==> src/design/rgl_pkg.sv <==
`default_nettype none

package rgl_pkg;

	localparam int DATA_WIDTH = 32;
	localparam int CNT_WIDTH  = $clog2(DATA_WIDTH);

	typedef logic [DATA_WIDTH-1:0] data_t;
	typedef logic [CNT_WIDTH-1:0]  cnt_t;

	localparam data_t DATA_MAX = {DATA_WIDTH{1'b1}};

	typedef enum logic {
		DM_DIV,
		DM_MUL
	} dm_op_t;

	typedef struct packed {
		logic   start;
		dm_op_t op;
	} dm_ctl_t;

	typedef struct packed {
		logic done;
		logic hi_nz;
	} dm_sts_t;

endpackage

`default_nettype wire

==> src/design/rgl_gcd.sv <==
`default_nettype none

module rgl_gcd (
	input  wire logic          clk,
	input  wire logic          arst_n,
	input  wire logic          start,
	input  wire rgl_pkg::data_t a,
	input  wire rgl_pkg::data_t b,
	output logic               done,
	output rgl_pkg::data_t     res
);

	logic           busy_q;
	logic           done_q;
	rgl_pkg::data_t a_q;
	rgl_pkg::data_t b_q;
	rgl_pkg::data_t res_q;
	rgl_pkg::cnt_t  k_q;

	logic           ge;
	rgl_pkg::data_t sub_x;
	rgl_pkg::data_t sub_y;
	rgl_pkg::data_t mag;

	// one compare and one subtract per step
	always_comb begin
		ge    = (a_q >= b_q);
		sub_x = ge ? a_q : b_q;
		sub_y = ge ? b_q : a_q;
		mag   = sub_x - sub_y;
	end

	always_ff @(posedge clk or negedge arst_n) begin
		if (!arst_n) begin
			busy_q <= 1'b0;
			done_q <= 1'b0;
		end else begin
			done_q <= 1'b0;
			if (start) begin
				if ((a == '0) || (b == '0)) begin
					// gcd with zero is the other operand
					res_q  <= a | b;
					done_q <= 1'b1;
				end else begin
					a_q    <= a;
					b_q    <= b;
					k_q    <= '0;
					busy_q <= 1'b1;
				end
			end else if (busy_q) begin
				if (a_q == b_q) begin
					res_q  <= a_q << k_q;
					done_q <= 1'b1;
					busy_q <= 1'b0;
				end else if (!a_q[0] && !b_q[0]) begin
					a_q <= a_q >> 1;
					b_q <= b_q >> 1;
					k_q <= k_q + rgl_pkg::cnt_t'(1);
				end else if (!a_q[0]) begin
					a_q <= a_q >> 1;
				end else if (!b_q[0]) begin
					b_q <= b_q >> 1;
				end else if (ge) begin
					a_q <= mag;
				end else begin
					b_q <= mag;
				end
			end
		end
	end

	assign done = done_q;
	assign res  = res_q;

endmodule

`default_nettype wire

==> src/design/rgl_divmul.sv <==
`default_nettype none

module rgl_divmul (
	input  wire logic            clk,
	input  wire logic            arst_n,
	input  wire rgl_pkg::dm_ctl_t ctl,
	input  wire rgl_pkg::data_t   a,
	input  wire rgl_pkg::data_t   b,
	output rgl_pkg::dm_sts_t      sts,
	output rgl_pkg::data_t        res
);

	localparam int W = rgl_pkg::DATA_WIDTH;
	localparam rgl_pkg::cnt_t LAST = rgl_pkg::cnt_t'(W - 1);

	logic             busy_q;
	logic             done_q;
	rgl_pkg::dm_op_t  op_q;
	rgl_pkg::cnt_t    cnt_q;
	rgl_pkg::data_t   r_q;   // remainder, or high half of the product
	rgl_pkg::data_t   qd_q;  // dividend then quotient, or multiplier then low half
	rgl_pkg::data_t   b_q;

	logic [W:0]   add_x;
	logic [W:0]   add_y;
	logic         add_cin;
	logic [W+1:0] sum;

	// single shared adder: trial subtract for divide, accumulate for multiply
	always_comb begin
		if (op_q == rgl_pkg::DM_DIV) begin
			add_x   = {r_q, qd_q[W-1]};
			add_y   = ~{1'b0, b_q};
			add_cin = 1'b1;
		end else begin
			add_x   = {1'b0, r_q};
			add_y   = qd_q[0] ? {1'b0, b_q} : '0;
			add_cin = 1'b0;
		end
		sum = {1'b0, add_x} + {1'b0, add_y} + {{(W + 1){1'b0}}, add_cin};
	end

	always_ff @(posedge clk or negedge arst_n) begin
		if (!arst_n) begin
			busy_q <= 1'b0;
			done_q <= 1'b0;
			op_q   <= rgl_pkg::DM_DIV;
		end else begin
			done_q <= 1'b0;
			if (ctl.start) begin
				op_q   <= ctl.op;
				cnt_q  <= '0;
				r_q    <= '0;
				qd_q   <= a;
				b_q    <= b;
				busy_q <= 1'b1;
			end else if (busy_q) begin
				if (op_q == rgl_pkg::DM_DIV) begin
					// carry out means no borrow: keep the difference
					r_q  <= sum[W+1] ? sum[W-1:0] : add_x[W-1:0];
					qd_q <= {qd_q[W-2:0], sum[W+1]};
				end else begin
					r_q  <= sum[W:1];
					qd_q <= {sum[0], qd_q[W-1:1]};
				end
				cnt_q <= cnt_q + rgl_pkg::cnt_t'(1);
				if (cnt_q == LAST) begin
					busy_q <= 1'b0;
					done_q <= 1'b1;
				end
			end
		end
	end

	always_comb begin
		sts.done  = done_q;
		sts.hi_nz = |r_q;
	end

	assign res = qd_q;

endmodule

`default_nettype wire

==> src/design/running_gcd_lcm_unit.sv <==
// Running gcd and lcm of a stream of integer lists.
// Item channel: item_valid/item_stall carry value and first; first set opens
// a new list with that value. Result channel: result_valid/result_stall carry
// gcd_so_far, lcm_so_far and lcm_overflow, one result for every item.
// One item is worked on at a time; item_stall is high from the transfer
// until the result has been written to the output register.
// An item that opens a list goes straight to the commit. Otherwise a binary
// gcd runs on the shared subtract/shift unit. Each subtract of two odd
// operands leaves an even difference and each shift drops a bit. A saturated
// list or a zero value then goes straight to the commit.
// When the multiple must be worked out, a second gcd follows, then a W-step
// divide and a W-step multiply (W = 32) on one shared adder.
// The multiple saturates at all ones and lcm_overflow stays set until the
// next list starts.
// Reset clears the running gcd, lcm and overflow flag to zero and empties the
// output register. While the receiver stalls, the result holds; a new item can
// be taken and worked on, and its result waits until the output is free.
`default_nettype none

module running_gcd_lcm_unit (
	input  wire logic          clk,
	input  wire logic          arst_n,
	input  wire logic          item_valid,
	output logic               item_stall,
	input  wire rgl_pkg::data_t value,
	input  wire logic          first,
	output logic               result_valid,
	input  wire logic          result_stall,
	output rgl_pkg::data_t     gcd_so_far,
	output rgl_pkg::data_t     lcm_so_far,
	output logic               lcm_overflow
);

	typedef enum logic [2:0] {
		S_IDLE,
		S_G1,
		S_G2,
		S_DIV,
		S_MUL,
		S_FIN
	} state_t;

	state_t         state_q;
	rgl_pkg::data_t v_q;
	rgl_pkg::data_t gnew_q;
	rgl_pkg::data_t lnew_q;
	logic           onew_q;
	rgl_pkg::data_t gcd_q;
	rgl_pkg::data_t lcm_q;
	logic           ovf_q;
	logic           result_valid_q;

	logic              accept;
	logic              out_free;
	logic              gcd_start;
	rgl_pkg::data_t    gcd_a;
	rgl_pkg::data_t    gcd_b;
	logic              gcd_done;
	rgl_pkg::data_t    gcd_res;
	rgl_pkg::dm_ctl_t  dm_ctl;
	rgl_pkg::data_t    dm_a;
	rgl_pkg::data_t    dm_b;
	rgl_pkg::dm_sts_t  dm_sts;
	rgl_pkg::data_t    dm_res;

	assign item_stall = (state_q != S_IDLE);
	assign accept     = item_valid && (state_q == S_IDLE);
	assign out_free   = !result_valid_q || !result_stall;

	rgl_gcd u_gcd (
		.clk    (clk),
		.arst_n (arst_n),
		.start  (gcd_start),
		.a      (gcd_a),
		.b      (gcd_b),
		.done   (gcd_done),
		.res    (gcd_res)
	);

	rgl_divmul u_divmul (
		.clk    (clk),
		.arst_n (arst_n),
		.ctl    (dm_ctl),
		.a      (dm_a),
		.b      (dm_b),
		.sts    (dm_sts),
		.res    (dm_res)
	);

	// launch the shared units on the cycle each step completes
	always_comb begin
		gcd_start    = 1'b0;
		gcd_a        = gcd_q;
		gcd_b        = value;
		dm_ctl.start = 1'b0;
		dm_ctl.op    = rgl_pkg::DM_DIV;
		dm_a         = lcm_q;
		dm_b         = gcd_res;
		case (state_q)
			S_IDLE: begin
				gcd_start = accept && !first;
			end
			S_G1: begin
				gcd_a = lcm_q;
				gcd_b = v_q;
				gcd_start = gcd_done && !ovf_q && (lcm_q != '0) && (v_q != '0);
			end
			S_G2: begin
				dm_ctl.start = gcd_done;
			end
			S_DIV: begin
				dm_ctl.start = dm_sts.done;
				dm_ctl.op    = rgl_pkg::DM_MUL;
				dm_a         = dm_res;
				dm_b         = v_q;
			end
			default: begin
			end
		endcase
	end

	always_ff @(posedge clk or negedge arst_n) begin
		if (!arst_n) begin
			state_q        <= S_IDLE;
			gcd_q          <= '0;
			lcm_q          <= '0;
			ovf_q          <= 1'b0;
			result_valid_q <= 1'b0;
		end else begin
			if (result_valid_q && !result_stall) begin
				result_valid_q <= 1'b0;
			end
			case (state_q)
				S_IDLE: begin
					if (accept) begin
						v_q <= value;
						if (first) begin
							gnew_q  <= value;
							lnew_q  <= value;
							onew_q  <= 1'b0;
							state_q <= S_FIN;
						end else begin
							state_q <= S_G1;
						end
					end
				end
				S_G1: begin
					if (gcd_done) begin
						gnew_q <= gcd_res;
						onew_q <= ovf_q;
						if (ovf_q) begin
							lnew_q  <= rgl_pkg::DATA_MAX;
							state_q <= S_FIN;
						end else if ((lcm_q == '0) || (v_q == '0)) begin
							lnew_q  <= '0;
							state_q <= S_FIN;
						end else begin
							state_q <= S_G2;
						end
					end
				end
				S_G2: begin
					if (gcd_done) begin
						state_q <= S_DIV;
					end
				end
				S_DIV: begin
					if (dm_sts.done) begin
						state_q <= S_MUL;
					end
				end
				S_MUL: begin
					if (dm_sts.done) begin
						// any high product bit means the multiple no longer fits
						if (dm_sts.hi_nz) begin
							lnew_q <= rgl_pkg::DATA_MAX;
							onew_q <= 1'b1;
						end else begin
							lnew_q <= dm_res;
						end
						state_q <= S_FIN;
					end
				end
				S_FIN: begin
					// hold until the output register is free, then commit
					if (out_free) begin
						gcd_q          <= gnew_q;
						lcm_q          <= lnew_q;
						ovf_q          <= onew_q;
						result_valid_q <= 1'b1;
						state_q        <= S_IDLE;
					end
				end
				default: begin
					state_q <= S_IDLE;
				end
			endcase
		end
	end

	assign result_valid = result_valid_q;
	assign gcd_so_far   = gcd_q;
	assign lcm_so_far   = lcm_q;
	assign lcm_overflow = ovf_q;

endmodule

`default_nettype wire

==> config.mk <==
export PLATFORM = sky130hd
export DESIGN_NAME = running_gcd_lcm_unit
export DESIGN_NICKNAME = d
export VERILOG_FILES = /design/src/design/rgl_pkg.sv /design/src/design/rgl_gcd.sv /design/src/design/rgl_divmul.sv /design/src/design/running_gcd_lcm_unit.sv
export SDC_FILE = /design/constraint.sdc
export NUM_CORES = 1
export LEC_CHECK = 0
export BUFFER_PORTS_ARGS = -buffer_cell sky130_fd_sc_hd__buf_2
export CORE_ASPECT_RATIO = 1.4
export CORE_MARGIN = 10
export CORE_UTILIZATION = 55
export DETAILED_ROUTE_END_ITERATION = 12
export PLACE_DENSITY_LB_ADDON = 0.15
export SLEW_MARGIN = 20
export SYNTH_ARGS = -nofsm -noshare
export SYNTH_HDL_FRONTEND = slang
export SYNTH_SLANG_ARGS = --single-unit
==> constraint.sdc <==
create_clock -name clk -period 6.8 [get_ports clk]
set_clock_uncertainty 0.2 [all_clocks]
set_input_delay 1.36 -clock clk [delete_from_list [all_inputs] [get_ports clk]]
set_output_delay 1.36 -clock clk [all_outputs]
set_load 0.01 [all_outputs]
==> out/results.txt <==
Yosys reg bits -> 373
Max-Slew Margin vs Limit -> 25.51%
CP startpoint kind -> flop
final hold violation count -> 0
P&R area growth vs syn -> 9.349%
area of the multi-input gates -> 0.01286 mm^2
top_reg_cell synth -> edfxtp_1
Root Buffer -> clkbuf_16
grt ovf -> 0
largest net degree at the start of global routing -> 100
final number of setup-violating endpoints -> 0
Least-Margin Pin Slew -> 1117 ps
Hold Path Depth -> 1
WP data arrival -> 5930 ps
Syn Area/Cell -> 9.869 um^2
# hold bufs at CTS -> 0
Core Area -> 0.04406 mm^2
Detailed Route Iter0 Violations -> 2023
setup TNS -> 0 ps
Seq/Total Area, Yosys -> 44.13%
clock sink total -> 373
Async S/R FF share, synth -> 19.84%
f_max -> 0.1711 GHz
CTS buffer count -> 38
io pins -> 104
Setup WS pre-CTS -> 976.9 ps
vias in the first global route -> 19887
critical path required time -> 6890 ps
Reg-to-Reg Start -> u_gcd.a_q[5]$_DFFE_PP_
Initial Utilization -> 55.70%
routability congestion estimate -> 0.9803
Min-Delay Path Class -> flop to flop
CTS H-tree depth -> 2
Post-CTS Setup Inserts -> 0
YS warnings -> 0
Max Buffers Root-to-Sink -> 3
routed wire length -> 77870 um
FF-to-FF path depth -> 18
Final period util -> 85.95%
Crit Path Max Fanout -> 18
drt drc -> 0
nets@finish -> 2612
Mapped Cells -> 2487
placed insts -> 3021
clk_lat worst skew -> 550 ps
initial antenna violation count -> 0
P_leak -> 10.14 nW
Die Footprint -> 0.05359 mm^2
cell family with most CP delay -> compound AO/OA/AOI/OAI gates
GRT Util Overall -> 28.48%
clock period minus worst slack -> 5845 ps
row count -> 91
clk slew on worst S/H paths -> 60 ps
I/O Buffers -> 103
Die W -> 198.5 um
Hold Path End -> gcd_so_far[21]$_DFFE_PN0P_
WL/cell -> 25.18 um
Hold Slack -> 271.4 ps
first-pass GRT wire length -> 118700 um
Setup Crit Path Kind -> flop to flop
DR vias -> 20348
MaxCap Viol Count -> 0
DRT antenna net count -> 0
DR vias/cell -> 6.579
Max VDD drop -> 0.0005754 V
chip height -> 270.0 um
slowest CP cell -> o31ai_4
CTS tree -> done
R2R setup slack -> 960 ps
layout cells sized above 1 -> 16.61%
Worst Setup End Kind -> flop
register area -> 0.01083 mm^2
Worst Hold Launch -> gnew_q[21]$_DFFE_PP_
synth unique cells -> 94
Layout Cells excl Fill -> 3093
CP cell instances -> ha_1 -> a21oi_1 -> o21ai_0 -> and2_1 -> o31ai_4 -> nand2_4 -> nor2_1 -> a21oi_1 -> ha_1 -> inv_1 -> o31ai_1 -> o21ai_0 -> nand3_1 -> a31o_2 -> o21ai_2 -> o221ai_1 -> xor2_1 -> a311o_1
mapped cell area -> 0.02454 mm^2
drt first pass iters -> 6
Final Max Slew Viols -> 0
reg2reg end -> u_gcd.b_q[28]$_DFFE_PP_
Crit path largest cell delay -> 860 ps
RSZ-0062 raised after global routing -> no
PwrDens -> 594.2 mW/mm^2
Critical path buffers and inverters -> 1
# fillers -> 3749
Setup WS post-layout -> 955.4 ps
Post-Syn Nets -> 2595
EDFF count, synth -> 299
DP Wirelength -> 58940 um
outcome -> complete, no violations
# resized after CTS -> 0
-- through the flow --
step,power (mW),utilization (%),cell area [um^2]
after floorplan,10.67,-,24540
after global placement,13.35,57.81,25470
after detailed placement,13.48,57.81,25470
after CTS,15.76,60.84,26810
after global routing,16.87,60.90,26840
final,15.95,60.91,26840
-- power breakdown --
| part | switching [mW] | internal, mW | leakage (nW) |
|---|---|---|---|
| registers | 0.916 | 3.53 | 3.67 |
| clock network | 0.908 | 1.34 | 0.655 |
| logic | 5.75 | 3.50 | 5.81 |
| total | 7.58 | 8.37 | 10.1 |
-- flip-flops by register name, indices dropped and copies added, names as in the netlist, 3 cells and up --
name	cells
gcd_so_far	32
gnew_q	32
u_gcd.res	32
u_gcd.k_q	5
lnew_q	32
u_gcd.b_q	32
u_divmul.r_q	32
u_divmul.b_q	32
lcm_so_far	32
u_gcd.a_q	32
u_divmul.res	32
state_q	3
v_q	32
u_divmul.cnt_q	5
-- cells by family after synthesis --
group	share of synthesized area, %
AOI/OAI and AO/OA	18.22
xor gates and xnor gates	2.212
adders and majority gates	3.681
buffers and inverters	3.803
DFF	44.13
muxes	13.76
and+or+nand+nor	14.19
-- area by class of cell --
class	count	area share, %
Sequential cell	373	40.37
Clock inverter	12	0.6434
Multi-Input combinational cell	1879	47.92
Antenna cell	1	0.009324
Timing Repair Buffer	143	3.170
Clock buffer	58	4.326
Tap cell	558	2.601
Inverter	69	0.9650
-- synthesized netlist by cell type (46+ instances only) --
master | instances | area (um^2)
a31oi_1 | 47 | 294.0
clkbuf_1 | 120 | 450.4
ha_1 | 69 | 863.3
dfrtp_1 | 74 | 1852
nor2_1 | 192 | 720.7
nand2_1 | 301 | 1130
o21ai_0 | 153 | 765.7
a21oi_1 | 210 | 1051
nand3_1 | 46 | 230.2
mux2_2 | 144 | 1622
inv_1 | 64 | 240.2
edfxtp_1 | 299 | 8979
mux2i_1 | 126 | 1261
-- worst max path at each step --
stage / from / end / slack, ps / cells after the start
floorplan: item_valid / gnew_q[0]$_DFFE_PP_ / 790 / 3
global route: u_divmul.op_q$_DFFE_PN0P_ / u_divmul.r_q[14]$_SDFFCE_PP0P_ / 620 / 16
CTS: u_divmul.op_q$_DFFE_PN0P_ / u_divmul.r_q[14]$_SDFFCE_PP0P_ / 990 / 16
global placement: u_divmul.op_q$_DFFE_PN0P_ / u_divmul.r_q[14]$_SDFFCE_PP0P_ / 1140 / 16
detailed placement: u_divmul.op_q$_DFFE_PN0P_ / u_divmul.r_q[14]$_SDFFCE_PP0P_ / 980 / 16
finish: u_gcd.a_q[5]$_DFFE_PP_ / u_gcd.b_q[28]$_DFFE_PP_ / 960 / 18
-- cell usage in the layout, fill, tap and decap left out, types with 64 or more instances in the layout --
| cell | synthesis | final |
|---|---|---|
| o21ai_0 | 153 | 152 |
| mux2i_1 | 126 | 126 |
| buf_2 | 19 | 102 |
| ha_1 | 69 | 69 |
| a21oi_1 | 210 | 209 |
| edfxtp_1 | 299 | 299 |
| mux2_2 | 144 | 144 |
| nor2_1 | 192 | 190 |
| nand2_1 | 301 | 301 |
| inv_1 | 64 | 64 |
| dfrtp_1 | 74 | 73 |
-- per-layer routing --
metal,GRT usage (%),up-vias,part of all wire (%)
met1,33.88,9906,38
met4,15.09,0,5.6
met2,49.62,860,51
met5,0,-,0
li1,-,9386,-
met3,2.730,196,5.5
No activity file was read; power rests on OpenSTA's default activity.
